$ cat config.mk
export PLATFORM = sky130hd
export DESIGN_NAME = capv_queue
export DESIGN_NICKNAME = d
export VERILOG_FILES = /design/src/capv_pkg.sv /design/src/capv_queue.sv
export SDC_FILE = /design/constraint.sdc
export NUM_CORES = 1
export LEC_CHECK = 0
export ABC_AREA = 1
export BUFFER_PORTS_ARGS = -buffer_cell sky130_fd_sc_hd__buf_2
export CAP_MARGIN = 0
export CORE_MARGIN = 1.5
export CORE_UTILIZATION = 56
export DETAILED_ROUTE_END_ITERATION = 10
export GPL_ROUTABILITY_DRIVEN = 1
export HOLD_SLACK_MARGIN = 0.1
export PLACE_DENSITY_LB_ADDON = 0.1
export SYNTH_ARGS = -nofsm -noshare
export SYNTH_HDL_FRONTEND = slang
export SYNTH_SLANG_ARGS = --single-unit
$ cat constraint.sdc
create_clock -name clk -period 18.6 [get_ports clk]
set_clock_uncertainty 0.2 [all_clocks]
set_input_delay 4.65 -clock clk [delete_from_list [all_inputs] [get_ports clk]]
set_output_delay 4.65 -clock clk [all_outputs]
set_load 0.05 [all_outputs]
$ cat src/capv_pkg.sv
`timescale 1ns / 1ps

package capv_pkg;

  // Status codes reported with every result word.
  localparam logic [2:0] ST_OK        = 3'd0;
  localparam logic [2:0] ST_BAD_TYPE  = 3'd1;
  localparam logic [2:0] ST_NULL      = 3'd2;
  localparam logic [2:0] ST_START_OUT = 3'd3;
  localparam logic [2:0] ST_END_OUT   = 3'd4;
  localparam logic [2:0] ST_BAD_TAG   = 3'd5;
  localparam logic [2:0] ST_SIZE_MIS  = 3'd6;

  // Pointer type codes and the composite element size code.
  localparam logic [1:0] PT_STRUCT = 2'd0;
  localparam logic [1:0] PT_LIST   = 2'd1;
  localparam logic [2:0] ET_COMPOSITE = 3'd7;

  // Element size codes of non-composite lists.
  localparam logic [2:0] ET_VOID  = 3'd0;
  localparam logic [2:0] ET_BIT   = 3'd1;
  localparam logic [2:0] ET_BYTE  = 3'd2;
  localparam logic [2:0] ET_TWO   = 3'd3;
  localparam logic [2:0] ET_FOUR  = 3'd4;
  localparam logic [2:0] ET_EIGHT = 3'd5;
  localparam logic [2:0] ET_PTR   = 3'd6;

  localparam int LEN_W  = 29;
  localparam int SIZE_W = 17;

  // One classified word as it travels from the front part to the back part.
  typedef struct packed {
    logic [2:0]              status;
    logic                    kind;
    logic signed [30:0]      tgt;
    logic [15:0]             dw;
    logic [15:0]             pc;
    logic [LEN_W-1:0]        ec;
    logic [19:0]             stride;
    logic [2:0]              et;
    logic                    comp;
    logic [SIZE_W-1:0]       size;
  } item_t;

  // One stage of the restoring divider.
  typedef struct packed {
    item_t              it;
    logic [SIZE_W-1:0]  rem;
    logic [LEN_W-1:0]   quo;
    logic [LEN_W-1:0]   dvd;
  } stage_t;

  // Stride in bytes of a non-composite element size code.
  function automatic logic [19:0] stride_of(input logic [2:0] et);
    logic [19:0] s;
    case (et)
      ET_BYTE:  s = 20'd1;
      ET_TWO:   s = 20'd2;
      ET_FOUR:  s = 20'd4;
      ET_EIGHT: s = 20'd8;
      ET_PTR:   s = 20'd8;
      default:  s = 20'd0;
    endcase
    return s;
  endfunction

  // One step of restoring division: shift in the next dividend bit.
  function automatic stage_t div_step(input stage_t s);
    stage_t            o;
    logic [SIZE_W:0]   r;
    o = s;
    r = {s.rem, s.dvd[LEN_W-1]};
    if (r >= {1'b0, s.it.size}) begin
      o.rem = SIZE_W'(r - {1'b0, s.it.size});
      o.quo = {s.quo[LEN_W-2:0], 1'b1};
    end else begin
      o.rem = r[SIZE_W-1:0];
      o.quo = {s.quo[LEN_W-2:0], 1'b0};
    end
    o.dvd = {s.dvd[LEN_W-2:0], 1'b0};
    return o;
  endfunction

endpackage

$ cat src/capv_queue.sv
`timescale 1ns / 1ps

module capv_queue (
  input  logic             clk,
  input  logic             rst_n,
  input  logic             push,
  output logic             full,
  input  capv_pkg::item_t  push_item,
  input  logic             pop,
  output logic             empty,
  output capv_pkg::item_t  pop_item
);

  capv_pkg::item_t  mem [2];
  logic             wp_r, rp_r;
  logic [1:0]       cnt_r;
  logic             do_push, do_pop;

  assign full     = (cnt_r == 2'd2);
  assign empty    = (cnt_r == 2'd0);
  assign do_push  = push && !full;
  assign do_pop   = pop && !empty;
  assign pop_item = mem[rp_r];

  // Two-entry circular buffer with an occupancy count.
  always_ff @(posedge clk) begin
    if (!rst_n) begin
      wp_r  <= 1'b0;
      rp_r  <= 1'b0;
      cnt_r <= 2'd0;
    end else begin
      if (do_push) begin
        wp_r <= !wp_r;
      end
      if (do_pop) begin
        rp_r <= !rp_r;
      end
      cnt_r <= cnt_r + {1'b0, do_push} - {1'b0, do_pop};
    end
    if (do_push) begin
      mem[wp_r] <= push_item;
    end
  end

endmodule

==> results of run 1 <==
[synth_stat cells]
cell and n:
a21oi_1 2, mux2_2 137, ha_1 2, edfxtp_1 274, buf_6 5, dfxtp_1 5
nor2_1 8, clkbuf_8 10, inv_1 9, nand3_1 3, nand2_1 9
[state kept, by name, summed over array words and instances (netlist names), named ones only]
signal and flops:
mem 274, wp_r 1, cnt_r 2, rp_r 1
[metrics by stage]
step / hold slack, ns / setup WS (ns) / area (um^2)
floorplan: 0.267 / 7.36 / 10200
global placement: 0.284 / 11.25 / 11700
detailed placement: 0.290 / 11.22 / 11700
CTS: 0.311 / 10.65 / 12600
global route: 0.343 / 10.53 / 12600
finish: 0.314 / 10.69 / 12600
[kinds of logic (layout without fill, tap and decap cells)]
group | count (synthesis) | in the layout
adder cells (fa/ha/maj) | 2 | 2
other | 0 | 6
AO/OA/AOI/OAI | 2 | 2
buffers and inverters | 24 | 340
flip-flops | 279 | 279
AND/OR/NAND/NOR | 20 | 20
multiplexers | 137 | 137
[how the worst max path moves through the flow]
stage / slack, ns / startpoint / endpoint / cells after the start
after floorplan: 7.36 / push / mem[0][0]$_DFFE_PP_ / 2
after global placement: 11.25 / flop / pop_item[74] / 3
after detailed placement: 11.22 / flop / pop_item[8] / 3
after CTS: 10.65 / flop / pop_item[15] / 3
after global routing: 10.53 / flop / pop_item[16] / 3
final: 10.69 / flop / pop_item[74] / 3
[metal layers]
metal | vias to the layer above | wire (um)
met5 | - | 10
met4 | 2 | 525
met3 | 38 | 1650
met2 | 200 | 9450
met1 | 2567 | 7330
li1 | 2422 | -
[power groups by stage]
stage                     clock (mW)  combinational (mW)  sequential (mW)
after floorplan                    0               0.544            0.841
after detailed placement           0               0.657            0.847
after CTS                      0.536               0.660            0.835
after global placement             0               0.651            0.842
after global routing           0.558               0.684            0.842
final                          0.524               0.654            0.833
[worst register-to-register path, cell delays in order, from the launching register on]
cell,delay [ns]
dfxtp_1,0.36
inv_1,0.07
nand2_1,0.11
nand3_1,0.17
inv_6,0.49
buf_4,0.86
[layout make-up]
class                      instances  area (um^2)
antenna                            6         15.0
sequential                       279         8330
clock inverter                    12          110
clock buffer                      36          752
tap                              229          287
multi-input combinational        161         1660
inverter                           9         38.8
fill                            1182         5280
timing repair buffer             283         1430
==> flow_summary_export.csv, run 1 <==
group,metric,value,unit
power_and_ir_drop,peakVddDrop,111,uV
routing,vias,5229,
setup_path,critPathSlowestCell,"buf_4",
finish,drive_gt1_share,59.0,%
global_routing,grt_pass1_wl,28900,um
power_and_ir_drop,pwr-share-seq,41.4,%
logic_synthesis,synth_compound_area_share,0.0980,%
logic_synthesis,synth_top_area_share,80.6,%
floorplan,start_util,57.0,%
logic_synthesis,yosysWarnings,0,
timing,drv_slew,0,
clock_tree,clk_latency,0.52,ns
timing,worstMarginPinSlew,1.10,ns
logic_synthesis,synth_area_leaders,"edfxtp_1 81%, mux2_2 15%, clkbuf_8 1.3%, dfxtp_1 0.98%, buf_6 0.55%",
routing,drt_first_iter_violations,301,
routing,wl_per_cell,18.7,um
logic_synthesis,syn_avg_cell_area,22.0,um^2
timing,rsz0062_at_grt,"no",
floorplan,core_area,0.0179,mm^2
timing,setup-violations-final,0,
setup_path,cp-start-kind,"flop",
setup_path,rr_worst_depth,5,
setup_path,worst-path-max-fanout,82,
power_and_ir_drop,power.switching,0.730,mW
global_routing,grt_max_degree,83,
setup_path,end_kind,"output pin",
global_routing,grt.met2_usage,32.5,%
clock_tree,cts.clk_slew.worst_paths,0.06,ns
timing,tns,0,ns
placement,portBuffers,279,
routing,drc,0,
setup_path,regToRegSetupSlack,15.90,ns
setup_path,cp_num_buf_inv,2,
power_and_ir_drop,internal_power,1.28,mW
power_and_ir_drop,netSwitchingFraction,36.3,%
clock_tree,ctsResizeCount,0,
flow_run,timing.max_cap.violations,0,
setup_path,crit_arrival,3.06,ns
setup_path,worstSetupPathType,"reg -> out",
power_and_ir_drop,p_total,2.01,mW
timing,fmax,126,MHz
setup_path,crit_family,"buffers and inverters",
setup_path,r2r_end,"mem[1][63]$_DFFE_PP_",
global_routing,grt_remaining_overflow,0,
power_and_ir_drop,comb_power_share,32.5,%
clock_tree,holdBufCountCts,0,
finish,instances_no_fill,1015,
finish,layout_commonest_cell,"buf_2",
routing,dr.pass1.iters,4,
finish,syn_to_final_growth,23.6,%
logic_synthesis,ys_seq_area_share,81.5,%
logic_synthesis,syn_area,0.0102,mm^2
power_and_ir_drop,power.density,159,mW/mm^2
floorplan,die_h,138,um
global_routing,grt_pass1_vias,5437,
logic_synthesis,yosys.area_share.simple,0.772,%
routing,drtAntennaViolNets,0,
logic_synthesis,ys_ff_latch,279,
clock_tree,cts_sinks,279,
logic_synthesis,synth_xor_area_share,0,%
global_routing,busiest_layer,"met2",
clock_tree,root_buffer,"clkbuf_16",
floorplan,dieArea,0.0191,mm^2
logic_synthesis,syn_nets,607,
floorplan,io_pins,280,
hold_path,hold_depth,2,
placement,place.gp.congestion,0.768,
routing,wl,19000,um
global_routing,antenna_found_initial,6,
hold_path,min_path_type,"reg -> reg",
setup_path,max_stage_delay,0.92,ns
logic_synthesis,synth_top_area_cell,"edfxtp_1",
setup_path,cp_cell_sequence,"buf_4 > mux2_2 > buf_2",
timing,period_share,42.6,%
floorplan,die_w,138,um
clock_tree,cts_tree,"done",
logic_synthesis,synth_adder_area_share,0.245,%
clock_tree,post-cts-setup-buffer-count,0,
routing,via_per_inst,5.15,
finish,final_util,70.5,%
power_and_ir_drop,p_leak,4.74,nW
logic_synthesis,synth_top_family_by_area,"multiplexers",
clock_tree,ctsLongestPathBuffers,3,
finish,layout.nets,905,
global_routing,use_met1,23.9,%
floorplan,rows,49,
global_routing,grt.total_usage,19.4,%
setup_path,cp.required,13.75,ns
finish,layout_common_cells,"279 x buf_2, 274 x edfxtp_1, 137 x mux2_2",
logic_synthesis,synth.area.mux_share,15.1,%
timing,hold_viol,0,
global_routing,use_met3,5.85,%
placement,dpl.cell_count,961,
timing,slew_headroom,26.6,%
clock_tree,h-tree-depth,1,
timing,fin_crit,7.91,ns
placement,dp_hpwl,12300,um
logic_synthesis,synthCells,464,
setup_path,r2r-start,"cnt_r[0]$_SDFF_PN0_",
hold_path,min_from,"rp_r$_SDFFE_PN0P_",
power_and_ir_drop,p_clk_share,26.1,%
logic_synthesis,netlist-cell-type-count,11,
outcome,status,"complete, no violations",
clock_tree,cts_buffers,28,
No activity file was read; power rests on OpenSTA's default activity.
==> run 2: changes to the inputs <==
--- a/config.mk
+++ b/config.mk
@@ -9,7 +9,7 @@
 export BUFFER_PORTS_ARGS = -buffer_cell sky130_fd_sc_hd__buf_2
 export CAP_MARGIN = 0
 export CORE_MARGIN = 1.5
-export CORE_UTILIZATION = 56
+export CORE_UTILIZATION = 47
 export DETAILED_ROUTE_END_ITERATION = 10
 export GPL_ROUTABILITY_DRIVEN = 1
 export HOLD_SLACK_MARGIN = 0.1
==> constraint.sdc (replaced) <==
create_clock -name clk -period 6.8 [get_ports clk]
set_clock_uncertainty 0.2 [all_clocks]
set_input_delay 1.7 -clock clk [delete_from_list [all_inputs] [get_ports clk]]
set_output_delay 1.7 -clock clk [all_outputs]
set_load 0.05 [all_outputs]
==> run 2 against run 1 <==
Effect of this change:
- clock-buffer cell count increased by 1
- wire length grew 4.1%
- sequential share of layout area down 0.58 points
- flip-flop and latch count unchanged
- critical path depth unchanged
- worst setup slack lost 8.4 ns
- die area is 19% higher
- final area is 0.89% higher
- cell count up 4.4%
- hold slack gained 0.027 ns
- via count is 0.19% higher
- combinational power grew to 2.7 times the previous value
==> flow_summary_export.csv, run 2 (synthesized netlist as in run 1, its figures left out) <==
group,metric,value,unit
setup_path,max_stage_delay,0.88,ns
global_routing,antenna_found_initial,2,
global_routing,grt_pass1_vias,5367,
clock_tree,holdBufCountCts,0,
setup_path,cp.required,4.90,ns
clock_tree,cts.clk_slew.worst_paths,0.06,ns
timing,drv_slew,0,
floorplan,rows,53,
setup_path,worstSetupPathType,"reg -> out",
floorplan,die_w,150,um
routing,drc,0,
routing,wl_per_cell,18.6,um
clock_tree,root_buffer,"clkbuf_16",
hold_path,min_path_type,"reg -> reg",
timing,fmax,219,MHz
setup_path,r2r-start,"cnt_r[0]$_SDFF_PN0_",
hold_path,hold_depth,2,
power_and_ir_drop,p_leak,4.78,nW
routing,via_per_inst,4.94,
setup_path,cp-start-kind,"flop",
clock_tree,h-tree-depth,1,
flow_run,timing.max_cap.violations,0,
setup_path,worst-path-max-fanout,60,
clock_tree,post-cts-setup-buffer-count,0,
placement,portBuffers,279,
routing,vias,5239,
clock_tree,clk_latency,0.53,ns
clock_tree,ctsLongestPathBuffers,3,
clock_tree,ctsResizeCount,0,
floorplan,core_area,0.0212,mm^2
setup_path,critPathSlowestCell,"dfxtp_4",
finish,largest_register_ffs,274,
routing,drt_first_iter_violations,154,
finish,drive_gt1_share,58.9,%
setup_path,r2r_end,"mem[1][24]$_DFFE_PP_",
timing,worstMarginPinSlew,0.931,ns
clock_tree,cts_tree,"done",
setup_path,rr_worst_depth,5,
setup_path,regToRegSetupSlack,4.13,ns
floorplan,die_h,150,um
power_and_ir_drop,power.density,439,mW/mm^2
timing,rsz0062_at_grt,"no",
finish,syn_to_final_growth,24.7,%
setup_path,crit_family,"flip-flops",
routing,dr.pass1.iters,4,
timing,setup-violations-final,0,
finish,layout.nets,907,
timing,finalWorstSetupSlack,2.24,ns
placement,place.gp.congestion,0.754,
finish,layout_commonest_cell,"buf_2",
timing,whs,0.341,ns
clock_tree,cts_buffers,28,
hold_path,min_from,"rp_r$_SDFFE_PN0P_",
clock_tree,cts_sinks,279,
placement,dp_hpwl,13300,um
global_routing,grt_max_degree,98,
timing,fin_crit,4.56,ns
floorplan,dieArea,0.0226,mm^2
setup_path,cp_num_buf_inv,2,
floorplan,io_pins,280,
timing,slew_headroom,37.9,%
setup_path,crit_arrival,2.66,ns
placement,pre_cts_ws,2.71,ns
setup_path,end_kind,"output pin",
global_routing,grt_pass1_wl,28900,um
finish,top_register,"mem",
finish,layout_common_cells,"279 x buf_2, 274 x edfxtp_1, 137 x mux2_2",
timing,hold_viol,0,
timing,tns,0,ns
outcome,status,"complete, no violations",
routing,drtAntennaViolNets,0,
floorplan,start_util,48.3,%
routing,wl,19700,um
global_routing,grt.total_usage,17.0,%
finish,reg.largest.list,"mem x274, cnt_r x2",
setup_path,cp_cell_sequence,"buf_4 > mux2_2 > buf_2",
power_and_ir_drop,peakVddDrop,275,uV
timing,period_share,67.1,%
global_routing,grt_remaining_overflow,0,
run 2: cell types whose count changed in the layout (fill, tap and decap cells not counted):
cell,change
buf_4,+2
bufinv_16,+2
clkbuf_1,+1
clkinv_1,+1
clkinvlp_4,-2
diode_2,-5
run 2: how the worst max path moves through the flow:
stage	startpoint	end	slack (ns)	cells after the start
after CTS	flop	pop_item[17]	2.14	3
after floorplan	push	mem[0][0]$_DFFE_PP_	0.82	2
after global routing	flop	pop_item[46]	2.07	3
final	flop	pop_item[46]	2.24	3
after global placement	flop	pop_item[17]	2.77	3
after detailed placement	flop	pop_item[17]	2.71	3
run 2: stage by stage:
step,area [um^2],power [mW],util (%),instances
2_1_floorplan,10200,3.77,-,464
3_3_place_gp,11800,4.10,55.9,1009
3_5_place_dp,11800,4.13,55.9,1009
4_1_cts,12700,5.66,60.2,1059
5_1_grt,12700,5.81,60.2,1060
6_report,12700,5.59,60.2,1060
run 2: per-layer routing:
layer	vias up	global-route usage (%)	wire length (um)
met5	-	0	12
met4	2	5.88	622
met3	43	5.42	1780
met2	197	29.7	9940
met1	2565	19.7	7380
li1	2432	-	-
run 2: area by class of cell:
cell class / instances / area (um^2)
inverters: 9 / 38.8
diodes: 1 / 2.50
clock buffers: 37 / 756
multi-input cells: 161 / 1660
repair buffers: 285 / 1440
well taps: 275 / 344
fillers: 1607 / 8420
flip-flops and latches: 279 / 8330
clock inverters: 13 / 159
run 2: worst register-to-register path, delay by kind of cell (launching register included):
kind | cells | cell delay [ns]
simple gates | 2 | 0.30
buf+inv | 3 | 1.43
flops | 1 | 0.36
run 2: power breakdown:
part	leakage [nW]	switching (mW)	internal, mW
logic	1.74	1.32	0.471
clock network	0.447	0.592	0.926
registers	2.60	0.0975	2.18
total	4.78	2.01	3.58
