<file path="src/capv_pkg.sv">
`timescale 1ns / 1ps

package capv_pkg;

  // Status codes reported with every result word.
  localparam logic [2:0] ST_OK        = 3'd0;
  localparam logic [2:0] ST_BAD_TYPE  = 3'd1;
  localparam logic [2:0] ST_NULL      = 3'd2;
  localparam logic [2:0] ST_START_OUT = 3'd3;
  localparam logic [2:0] ST_END_OUT   = 3'd4;
  localparam logic [2:0] ST_BAD_TAG   = 3'd5;
  localparam logic [2:0] ST_SIZE_MIS  = 3'd6;

  // Pointer type codes and the composite element size code.
  localparam logic [1:0] PT_STRUCT = 2'd0;
  localparam logic [1:0] PT_LIST   = 2'd1;
  localparam logic [2:0] ET_COMPOSITE = 3'd7;

  // Element size codes of non-composite lists.
  localparam logic [2:0] ET_VOID  = 3'd0;
  localparam logic [2:0] ET_BIT   = 3'd1;
  localparam logic [2:0] ET_BYTE  = 3'd2;
  localparam logic [2:0] ET_TWO   = 3'd3;
  localparam logic [2:0] ET_FOUR  = 3'd4;
  localparam logic [2:0] ET_EIGHT = 3'd5;
  localparam logic [2:0] ET_PTR   = 3'd6;

  localparam int LEN_W  = 29;
  localparam int SIZE_W = 17;

  // One classified word as it travels from the front part to the back part.
  typedef struct packed {
    logic [2:0]              status;
    logic                    kind;
    logic signed [30:0]      tgt;
    logic [15:0]             dw;
    logic [15:0]             pc;
    logic [LEN_W-1:0]        ec;
    logic [19:0]             stride;
    logic [2:0]              et;
    logic                    comp;
    logic [SIZE_W-1:0]       size;
  } item_t;

  // One stage of the restoring divider.
  typedef struct packed {
    item_t              it;
    logic [SIZE_W-1:0]  rem;
    logic [LEN_W-1:0]   quo;
    logic [LEN_W-1:0]   dvd;
  } stage_t;

  // Stride in bytes of a non-composite element size code.
  function automatic logic [19:0] stride_of(input logic [2:0] et);
    logic [19:0] s;
    case (et)
      ET_BYTE:  s = 20'd1;
      ET_TWO:   s = 20'd2;
      ET_FOUR:  s = 20'd4;
      ET_EIGHT: s = 20'd8;
      ET_PTR:   s = 20'd8;
      default:  s = 20'd0;
    endcase
    return s;
  endfunction

  // One step of restoring division: shift in the next dividend bit.
  function automatic stage_t div_step(input stage_t s);
    stage_t            o;
    logic [SIZE_W:0]   r;
    o = s;
    r = {s.rem, s.dvd[LEN_W-1]};
    if (r >= {1'b0, s.it.size}) begin
      o.rem = SIZE_W'(r - {1'b0, s.it.size});
      o.quo = {s.quo[LEN_W-2:0], 1'b1};
    end else begin
      o.rem = r[SIZE_W-1:0];
      o.quo = {s.quo[LEN_W-2:0], 1'b0};
    end
    o.dvd = {s.dvd[LEN_W-2:0], 1'b0};
    return o;
  endfunction

endpackage

</file>
<file path="src/capv_front.sv">
`timescale 1ns / 1ps

module capv_front (
  input  logic                clk,
  input  logic                rst_n,
  input  logic                in_push,
  output logic                in_full,
  input  logic [63:0]         in_pointer_word,
  input  logic [63:0]         in_tag_word,
  input  logic signed [29:0]  in_dist_to_start,
  input  logic [29:0]         in_dist_to_end,
  output logic                fq_push,
  input  logic                fq_full,
  output capv_pkg::item_t     fq_item
);

  logic             vld_r, vld_nxt;
  capv_pkg::item_t  item_r, item_nxt;

  logic [1:0]              typ;
  logic [2:0]              et;
  logic [28:0]             len;
  logic [29:0]             lw, total;
  logic signed [30:0]      start;
  logic signed [32:0]      start33, end33, lo33, hi33;
  logic [15:0]             sdw, spc, tdw, tpc;
  logic [16:0]             ssize, tsize;
  logic                    tag_bad, start_ok, end_ok;

  // Field extraction and list size in words.
  always_comb begin
    typ   = in_pointer_word[1:0];
    et    = in_pointer_word[34:32];
    len   = in_pointer_word[63:35];
    sdw   = in_pointer_word[47:32];
    spc   = in_pointer_word[63:48];
    tdw   = in_tag_word[47:32];
    tpc   = in_tag_word[63:48];
    ssize = {1'b0, sdw} + {1'b0, spc};
    tsize = {1'b0, tdw} + {1'b0, tpc};
    start = 31'(signed'(in_pointer_word[31:2])) + 31'sd1;
    lw    = {1'b0, len};
    case (et)
      capv_pkg::ET_BIT:       total = (lw + 30'd63) >> 6;
      capv_pkg::ET_BYTE:      total = (lw + 30'd7) >> 3;
      capv_pkg::ET_TWO:       total = (lw + 30'd3) >> 2;
      capv_pkg::ET_FOUR:      total = (lw + 30'd1) >> 1;
      capv_pkg::ET_EIGHT:     total = lw;
      capv_pkg::ET_PTR:       total = lw;
      capv_pkg::ET_COMPOSITE: total = lw + 30'd1;
      default:                total = 30'd0;
    endcase
  end

  // Bounds test, inclusive at both ends, and the check of the tag word.
  always_comb begin
    start33 = 33'(start);
    lo33    = 33'(in_dist_to_start);
    hi33    = signed'({3'b000, in_dist_to_end});
    if (typ == capv_pkg::PT_STRUCT) begin
      end33 = start33 + signed'({16'd0, ssize});
    end else begin
      end33 = start33 + signed'({3'd0, total});
    end
    start_ok = (start33 >= lo33) && (start33 <= hi33);
    end_ok   = (end33 >= lo33) && (end33 <= hi33);
    tag_bad  = (in_tag_word[1:0] != 2'b00) || (tsize == 17'd0);
  end

  // Classification into a status and the decoded layout.
  always_comb begin
    item_nxt        = '0;
    item_nxt.tgt    = start;
    item_nxt.size   = tsize;
    if (typ != capv_pkg::PT_STRUCT && typ != capv_pkg::PT_LIST) begin
      item_nxt.status = capv_pkg::ST_BAD_TYPE;
    end else if (typ == capv_pkg::PT_STRUCT && in_pointer_word == 64'd0) begin
      item_nxt.status = capv_pkg::ST_NULL;
    end else if (!start_ok) begin
      item_nxt.status = capv_pkg::ST_START_OUT;
    end else if (!end_ok) begin
      item_nxt.status = capv_pkg::ST_END_OUT;
    end else if (typ == capv_pkg::PT_STRUCT) begin
      item_nxt.status = capv_pkg::ST_OK;
      item_nxt.dw     = sdw;
      item_nxt.pc     = spc;
    end else if (et == capv_pkg::ET_COMPOSITE) begin
      item_nxt.status = tag_bad ? capv_pkg::ST_BAD_TAG : capv_pkg::ST_OK;
      item_nxt.kind   = 1'b1;
      item_nxt.tgt    = start + 31'sd1;
      item_nxt.dw     = tdw;
      item_nxt.pc     = tpc;
      item_nxt.ec     = len;
      item_nxt.et     = et;
      item_nxt.comp   = 1'b1;
    end else begin
      item_nxt.status = capv_pkg::ST_OK;
      item_nxt.kind   = 1'b1;
      item_nxt.dw     = {15'd0, et == capv_pkg::ET_EIGHT};
      item_nxt.pc     = {15'd0, et == capv_pkg::ET_PTR};
      item_nxt.ec     = len;
      item_nxt.stride = capv_pkg::stride_of(et);
      item_nxt.et     = et;
    end
  end

  // Holding register in front of the queue.
  assign in_full = vld_r && fq_full;
  assign fq_push = vld_r && !fq_full;
  assign fq_item = item_r;

  always_comb begin
    vld_nxt = vld_r;
    if (in_push && !in_full) begin
      vld_nxt = 1'b1;
    end else if (fq_push) begin
      vld_nxt = 1'b0;
    end
  end

  always_ff @(posedge clk) begin
    if (!rst_n) begin
      vld_r <= 1'b0;
    end else begin
      vld_r <= vld_nxt;
    end
    if (in_push && !in_full) begin
      item_r <= item_nxt;
    end
  end

endmodule

</file>
<file path="config.mk">
export PLATFORM = sky130hd
export DESIGN_NAME = capv_front
export DESIGN_NICKNAME = d
export VERILOG_FILES = /design/src/capv_pkg.sv /design/src/capv_front.sv
export SDC_FILE = /design/constraint.sdc
export NUM_CORES = 1
export LEC_CHECK = 0
export ABC_AREA = 1
export CAP_MARGIN = 40
export CORE_ASPECT_RATIO = 0.9
export CORE_MARGIN = 8
export CORE_UTILIZATION = 61
export DETAILED_ROUTE_END_ITERATION = 12
export DONT_BUFFER_PORTS = 1
export PLACE_DENSITY = 0.77
export SLEW_MARGIN = 20
export SYNTH_ARGS = -nofsm -noshare
export SYNTH_HDL_FRONTEND = slang
export SYNTH_SLANG_ARGS = --single-unit
</file>
<file path="constraint.sdc">
create_clock -name clk -period 9.83 [get_ports clk]
set_input_delay 2.949 -clock clk [delete_from_list [all_inputs] [get_ports clk]]
set_output_delay 2.949 -clock clk [all_outputs]
set_load 0.005 [all_outputs]
</file>
==> results of run 1 <==
## through the flow
stage | util | total power [mW] | hold slack [ns]
2_1_floorplan | - | 1.31 | 0.463
3_3_place_gp | 0.645 | 1.56 | 0.473
3_5_place_dp | 0.646 | 1.59 | 0.507
4_1_cts | 0.667 | 2.24 | 0.516
5_1_grt | 0.667 | 2.39 | 0.546
6_report | 0.667 | 2.28 | 0.509
## cell usage after synthesis (20+ instances only)
library cell	number
a21oi_1	173
a22oi_1	30
a31oi_1	20
clkbuf_1	26
edfxtp_1	121
ha_1	190
inv_1	353
nand2_1	570
nand3_1	179
nand4_1	61
nor2_1	295
nor2_2	21
nor3_1	63
nor3_2	31
nor4_1	22
o21ai_0	121
xor2_1	60
## worst paths after layout
check	to	slack, ns	depth (start not counted)	start
max	fq_item[104]	0.55	35	in_pointer_word[34]
min	vld_r	0.51	2	vld_r
max reg2reg	fq_item[15]	7.47	5	vld_r
min reg2reg	vld_r	0.51	2	vld_r
## area by class of cell
type | instances | area (sq um) | share of cell area
Sequential cell | 122 | 3650 | 0.204
Tap cell | 354 | 443 | 0.0247
Multi-Input combinational cell | 1981 | 11300 | 0.629
Inverter | 372 | 1400 | 0.0778
Clock buffer | 17 | 425 | 0.0237
Antenna cell | 1 | 2.50 | 0.000139
Clock inverter | 15 | 151 | 0.00844
Timing Repair Buffer | 67 | 578 | 0.0322
## logic make-up (layout without fill, tap and decap cells)
group | Yosys count | in the layout | synth area share
adders and majority gates | 193 | 193 | 0.147
other | 1 | 17 | 0.000225
and+or+nand+nor | 1279 | 1279 | 0.345
xor gates and xnor gates | 74 | 74 | 0.0394
AOI/OAI and AO/OA | 419 | 419 | 0.143
DFF | 122 | 122 | 0.220
buffers and inverters | 433 | 471 | 0.105
## worst min-delay path: cells and delay by family, from the launching register on
| kind | cells | cell delay [ns] |
|---|---|---|
| and+or+nand+nor | 1 | 0.07 |
| AOI/OAI and AO/OA | 1 | 0.08 |
| DFF | 1 | 0.31 |
## state kept, by name, indices dropped and copies added (netlist names)
| signal | cells |
|---|---|
| fq_item | 121 |
| vld_r | 1 |
## report_power, final
group / internal [mW] / switching [mW] / total, mW
logic: 0.339 / 0.650 / 0.989
registers: 0.614 / 0.0210 / 0.635
clock network: 0.338 / 0.323 / 0.661
total: 1.29 / 0.994 / 2.28
## routing by layer
metal  vias up  wire length [um]
met3       248             10800
met1      8618             26700
li1       8585                 -
met4         0              2920
met5         -                 0
met2      1499             28900
==> impl_metrics.yaml, run 1 <==
route:
  wire_per_inst_um: 23.7
  routed-via-count: 19000
  drt_iter0_drc: 2885
  routed_wirelength_mm: 69.4
  ant_nets: 0
  drt-pass1-iter-count: 7
  routed_via_density: 6.47
  drc: 0
worst_setup_path:
  arrival_ns: 9.47
  crit_family: "simple AND/OR/NAND/NOR gates"
  worst_path_max_delay_cell: "o21ai_0"
  endpoint_kind: "register"
  cp_num_buf_inv: 5
  cp_max_fo: 11
  cp_data_required_time_ns: 10.02
  startpoint_type: "input port"
  critPathMostFrequentCell: "nand2_1"
  cpPeakStageDelay_ns: 0.60
  critPathKind: "input port to register"
floorplanning:
  die_area_sq_um: 32800
  rows: 57
  coreArea_sq_um: 26900
  start_util: 0.619
  io-pin-count: 331
  die_h_um: 173
  die_w_um: 190
global_route:
  grt_pass1_wl_mm: 103
  grtUsageTotal: 0.403
  overflow: 0
  use_met1: 0.518
  busiest_layer: "met2"
  grt_use_met3: 0.157
  antenna_found_initial: 1
  use_met2: 0.601
  first_global_vias: 17800
  grt_max_degree: 62
logic_synthesis:
  netlist_instances: 2521
  netlist_area_sq_um: 16600
  synthDistinctLibCells: 60
  yosys_most_used_dff: "edfxtp_1"
  synth_seq_cells: 122
  synthArstFlopShare: 0
  yosysTopAreaCellShare: 0.218
  synth_area_leaders: "edfxtp_1 (22%), ha_1 (14%), nand2_1 (13%)"
  ys_seq_area_frac: 0.220
  synth_edf_count: 121
  synth_top_area_cell: "edfxtp_1"
  yosysWarnings: 0
  syn_avg_cell_area_sq_um: 6.60
cells_and_area:
  fillCellCount: 2311
  layout_commonest_cell: "nand2_1"
  syn_to_final_growth_pct: 7.88
  layout_common_cells: "nand2_1 (570), inv_1 (353), nor2_1 (293)"
  final_cells: 2929
  final_nets: 2946
  final_area_sq_um: 17900
  layout-drive-gt1-share: 0.0730
place:
  place_inst: 2896
  gp_congestion: 1.06
  place_area_sq_um: 17400
  hpwl_mm: 56.1
  pre_cts_ws_ns: 0.538
  portBuffers: 0
clock_tree:
  cts_resized: 0
  htreeDepth: 4
  cts_tree: "yes"
  holdBufCountCts: 0
  cts_buffers: 17
  post-cts-setup-buffers: 0
  cts_root_buffer: "clkbuf_16"
  worstSkewPairLatency_ns: 0.44
  clockBufferDepth: 2
  clkSlewWorstSetupHoldPaths_ns: 0.08
  clock-sinks: 122
sta:
  tightest_slew_ns: 0.889
  period_minus_slack_ns: 9.28
  max_freq_ghz: 0.108
  hold_viol_final: 0
  slew_headroom: 0.402
  finalSetupTns_ns: 0
  period_share: 0.945
  fin_ws_ns: 0.545
  drv_slew: 0
  rsz0062_at_grt: "false"
  clock_skew_ns: 0.0153
  setup_violations: 0
pwr:
  ir_worst_vdd_mv: 0.114
  p_per_area_nw_per_um2: 127
  p_leak_nw: 8.29
job:
  maxCapViolCount: 0
status:
  outcome: "finished, final reports clean"
hold_path:
  hold_path_class: "register to register"
No activity file was read; power rests on OpenSTA's default activity.
==> run 2, diff against run 1 <==
--- a/config.mk
+++ b/config.mk
@@ -7,12 +7,14 @@
 export LEC_CHECK = 0
 export ABC_AREA = 1
 export CAP_MARGIN = 40
+export CELL_PAD_IN_SITES_DETAIL_PLACEMENT = 1
+export CELL_PAD_IN_SITES_GLOBAL_PLACEMENT = 2
 export CORE_ASPECT_RATIO = 0.9
 export CORE_MARGIN = 8
-export CORE_UTILIZATION = 61
+export CORE_UTILIZATION = 32
 export DETAILED_ROUTE_END_ITERATION = 12
 export DONT_BUFFER_PORTS = 1
-export PLACE_DENSITY = 0.77
+export PLACE_DENSITY_LB_ADDON = 0.1
 export SLEW_MARGIN = 20
 export SYNTH_ARGS = -nofsm -noshare
 export SYNTH_HDL_FRONTEND = slang
==> constraint.sdc (replaced) <==
create_clock -name clk -period 7.9 [get_ports clk]
set_input_delay 2.37 -clock clk [delete_from_list [all_inputs] [get_ports clk]]
set_output_delay 2.37 -clock clk [all_outputs]
set_load 0.005 [all_outputs]
==> run 2 against run 1 <==
Net effect:
- sequential share of layout area fell by 3.9 points
- wire length rose by 30%
- via count rose by 5.0%
- sequential cell count did not move
- clock skew fell by 0.0039 ns
- die area rose by 81%
- core utilization fell by 24 points
- critical endpoint is now fq_item[119]
==> impl_metrics.yaml, run 2 (synthesis gave the netlist of run 1 again) <==
status:
  outcome: "finished, final reports clean"
place:
  hpwl_mm: 77.0
  portBuffers: 0
  gp_congestion: 0.969
  pre_cts_ws_ns: -0.779
  place_inst: 3590
global_route:
  overflow: 0
  grt_max_degree: 51
  grtUsageTotal: 0.289
  first_global_vias: 19800
  grt_pass1_wl_mm: 130
  antenna_found_initial: 2
cells_and_area:
  final_cells: 3642
  multi_input_comb_area_sq_um: 12300
  final_nets: 3326
  largest_reg_flops: 121
  layout-drive-gt1-share: 0.251
  layout_commonest_cell: "nand2_1"
  layout_common_cells: "nand2_1 (546), buf_4 (440), inv_1 (345)"
  seq_area_sq_um: 3650
  syn_to_final_growth_pct: 33.5
  fillCellCount: 6589
route:
  routed_wirelength_mm: 90.3
  drc: 0
  ant_nets: 0
  top_layer_used: "met5"
  wire_per_inst_um: 24.8
  drt_iter0_drc: 1595
  drt-pass1-iter-count: 6
  routed-via-count: 19900
  routed_via_density: 5.46
  route.met3.wl_mm: 7.45
  wl_met2_mm: 40.0
  met1_length_mm: 40.3
pwr:
  ir_worst_vdd_mv: 0.155
  p_per_area_nw_per_um2: 144
  power_mw: 3.20
  p_leak_nw: 10.3
worst_setup_path:
  r2r_cells: 5
  cp_data_required_time_ns: 8.07
  critPathKind: "input port to register"
  startpoint_type: "input port"
  arrival_ns: 7.89
  worst_path_max_delay_cell: "a2111oi_4"
  cp_max_fo: 7
  crit-reg2reg-launch: "vld_r"
  cp_num_buf_inv: 9
  rrSetupSlack_ns: 6.20
  r2r-end: "fq_item[96]"
  endpoint_kind: "register"
  crit_family: "simple AND/OR/NAND/NOR gates"
  cpPeakStageDelay_ns: 0.35
sta:
  fin_hold_ws_ns: 0.556
  tightest_slew_ns: 0.764
  clock_skew_ns: 0.0114
  fin_ws_ns: 0.181
  slew_headroom: 0.486
  period_minus_slack_ns: 7.72
  period_share: 0.977
  setup_violations: 0
  max_freq_ghz: 0.130
  finalSetupTns_ns: 0
  hold_viol_final: 0
  drv_slew: 0
clock_tree:
  cts_buffers: 17
  clock-sinks: 122
  worstSkewPairLatency_ns: 0.44
  htreeDepth: 4
  holdBufCountCts: 0
  clkSlewWorstSetupHoldPaths_ns: 0.06
  cts_tree: "yes"
  cts_root_buffer: "clkbuf_16"
  clockBufferDepth: 2
floorplanning:
  die_h_um: 232
  coreArea_sq_um: 51500
  die_area_sq_um: 59500
  io-pin-count: 331
  start_util: 0.323
  die_w_um: 256
  rows: 79
hold_path:
  hp-start: "vld_r"
  whs_path_depth: 2
  whs_endpoint: "vld_r"
  hold_path_class: "register to register"
job:
  maxCapViolCount: 0
==> run 2: repair_timing <==
item / in CTS / in global routing
cloned: 0 / 0
endpoints found under the setup margin: 91 / 103
buffers inserted: 4 / 16
pin swaps: 6 / 80
resized for setup: 30 / 213
==> run 2: worst max-delay path by stage <==
stage / from / to / cells past startpoint
floorplan: in_pointer_word[35] / fq_item[109] / 38
global placement: in_pointer_word[35] / fq_item[104] / 40
detailed placement: in_pointer_word[35] / fq_item[106] / 40
CTS: in_pointer_word[35] / fq_item[105] / 43
global route: in_pointer_word[45] / fq_item[129] / 42
finish: in_pointer_word[35] / fq_item[119] / 39
==> run 2: metal layers <==
layer | global-route usage | vias up
li1 | - | 9329
met1 | 0.394 | 9709
met2 | 0.451 | 733
met3 | 0.0697 | 124
met4 | 0.0833 | 2
met5 | 0 | -
==> run 2: tightest hold or removal path, cell delays in order, from the launching register on <==
cell	delay, ns
dfxtp_1	0.31
nand2_1	0.08
a21boi_0	0.11
==> run 2: cell type report <==
class / instances / area share
Tap cell: 688 / 0.0388
Multi-Input combinational cell: 1981 / 0.554
Inverter: 372 / 0.0631
Clock buffer: 17 / 0.0192
Antenna cell: 1 / 0.000113
Sequential cell: 122 / 0.165
Clock inverter: 14 / 0.00547
Timing Repair Buffer: 447 / 0.155
==> run 2: power breakdown <==
part	total [mW]	internal (mW)	switching, mW	leakage, nW
registers	0.793	0.764	0.0291	1.19
logic	1.66	0.681	0.976	8.82
clock network	0.749	0.431	0.318	0.271
total	3.20	1.88	1.32	10.3
==> run 2: through the flow <==
stage                      util  area (sq um)
after floorplan               -         16700
after global placement    0.397         20400
after detailed placement  0.398         20500
after CTS                 0.411         21200
after global routing      0.431         22200
final                     0.431         22200
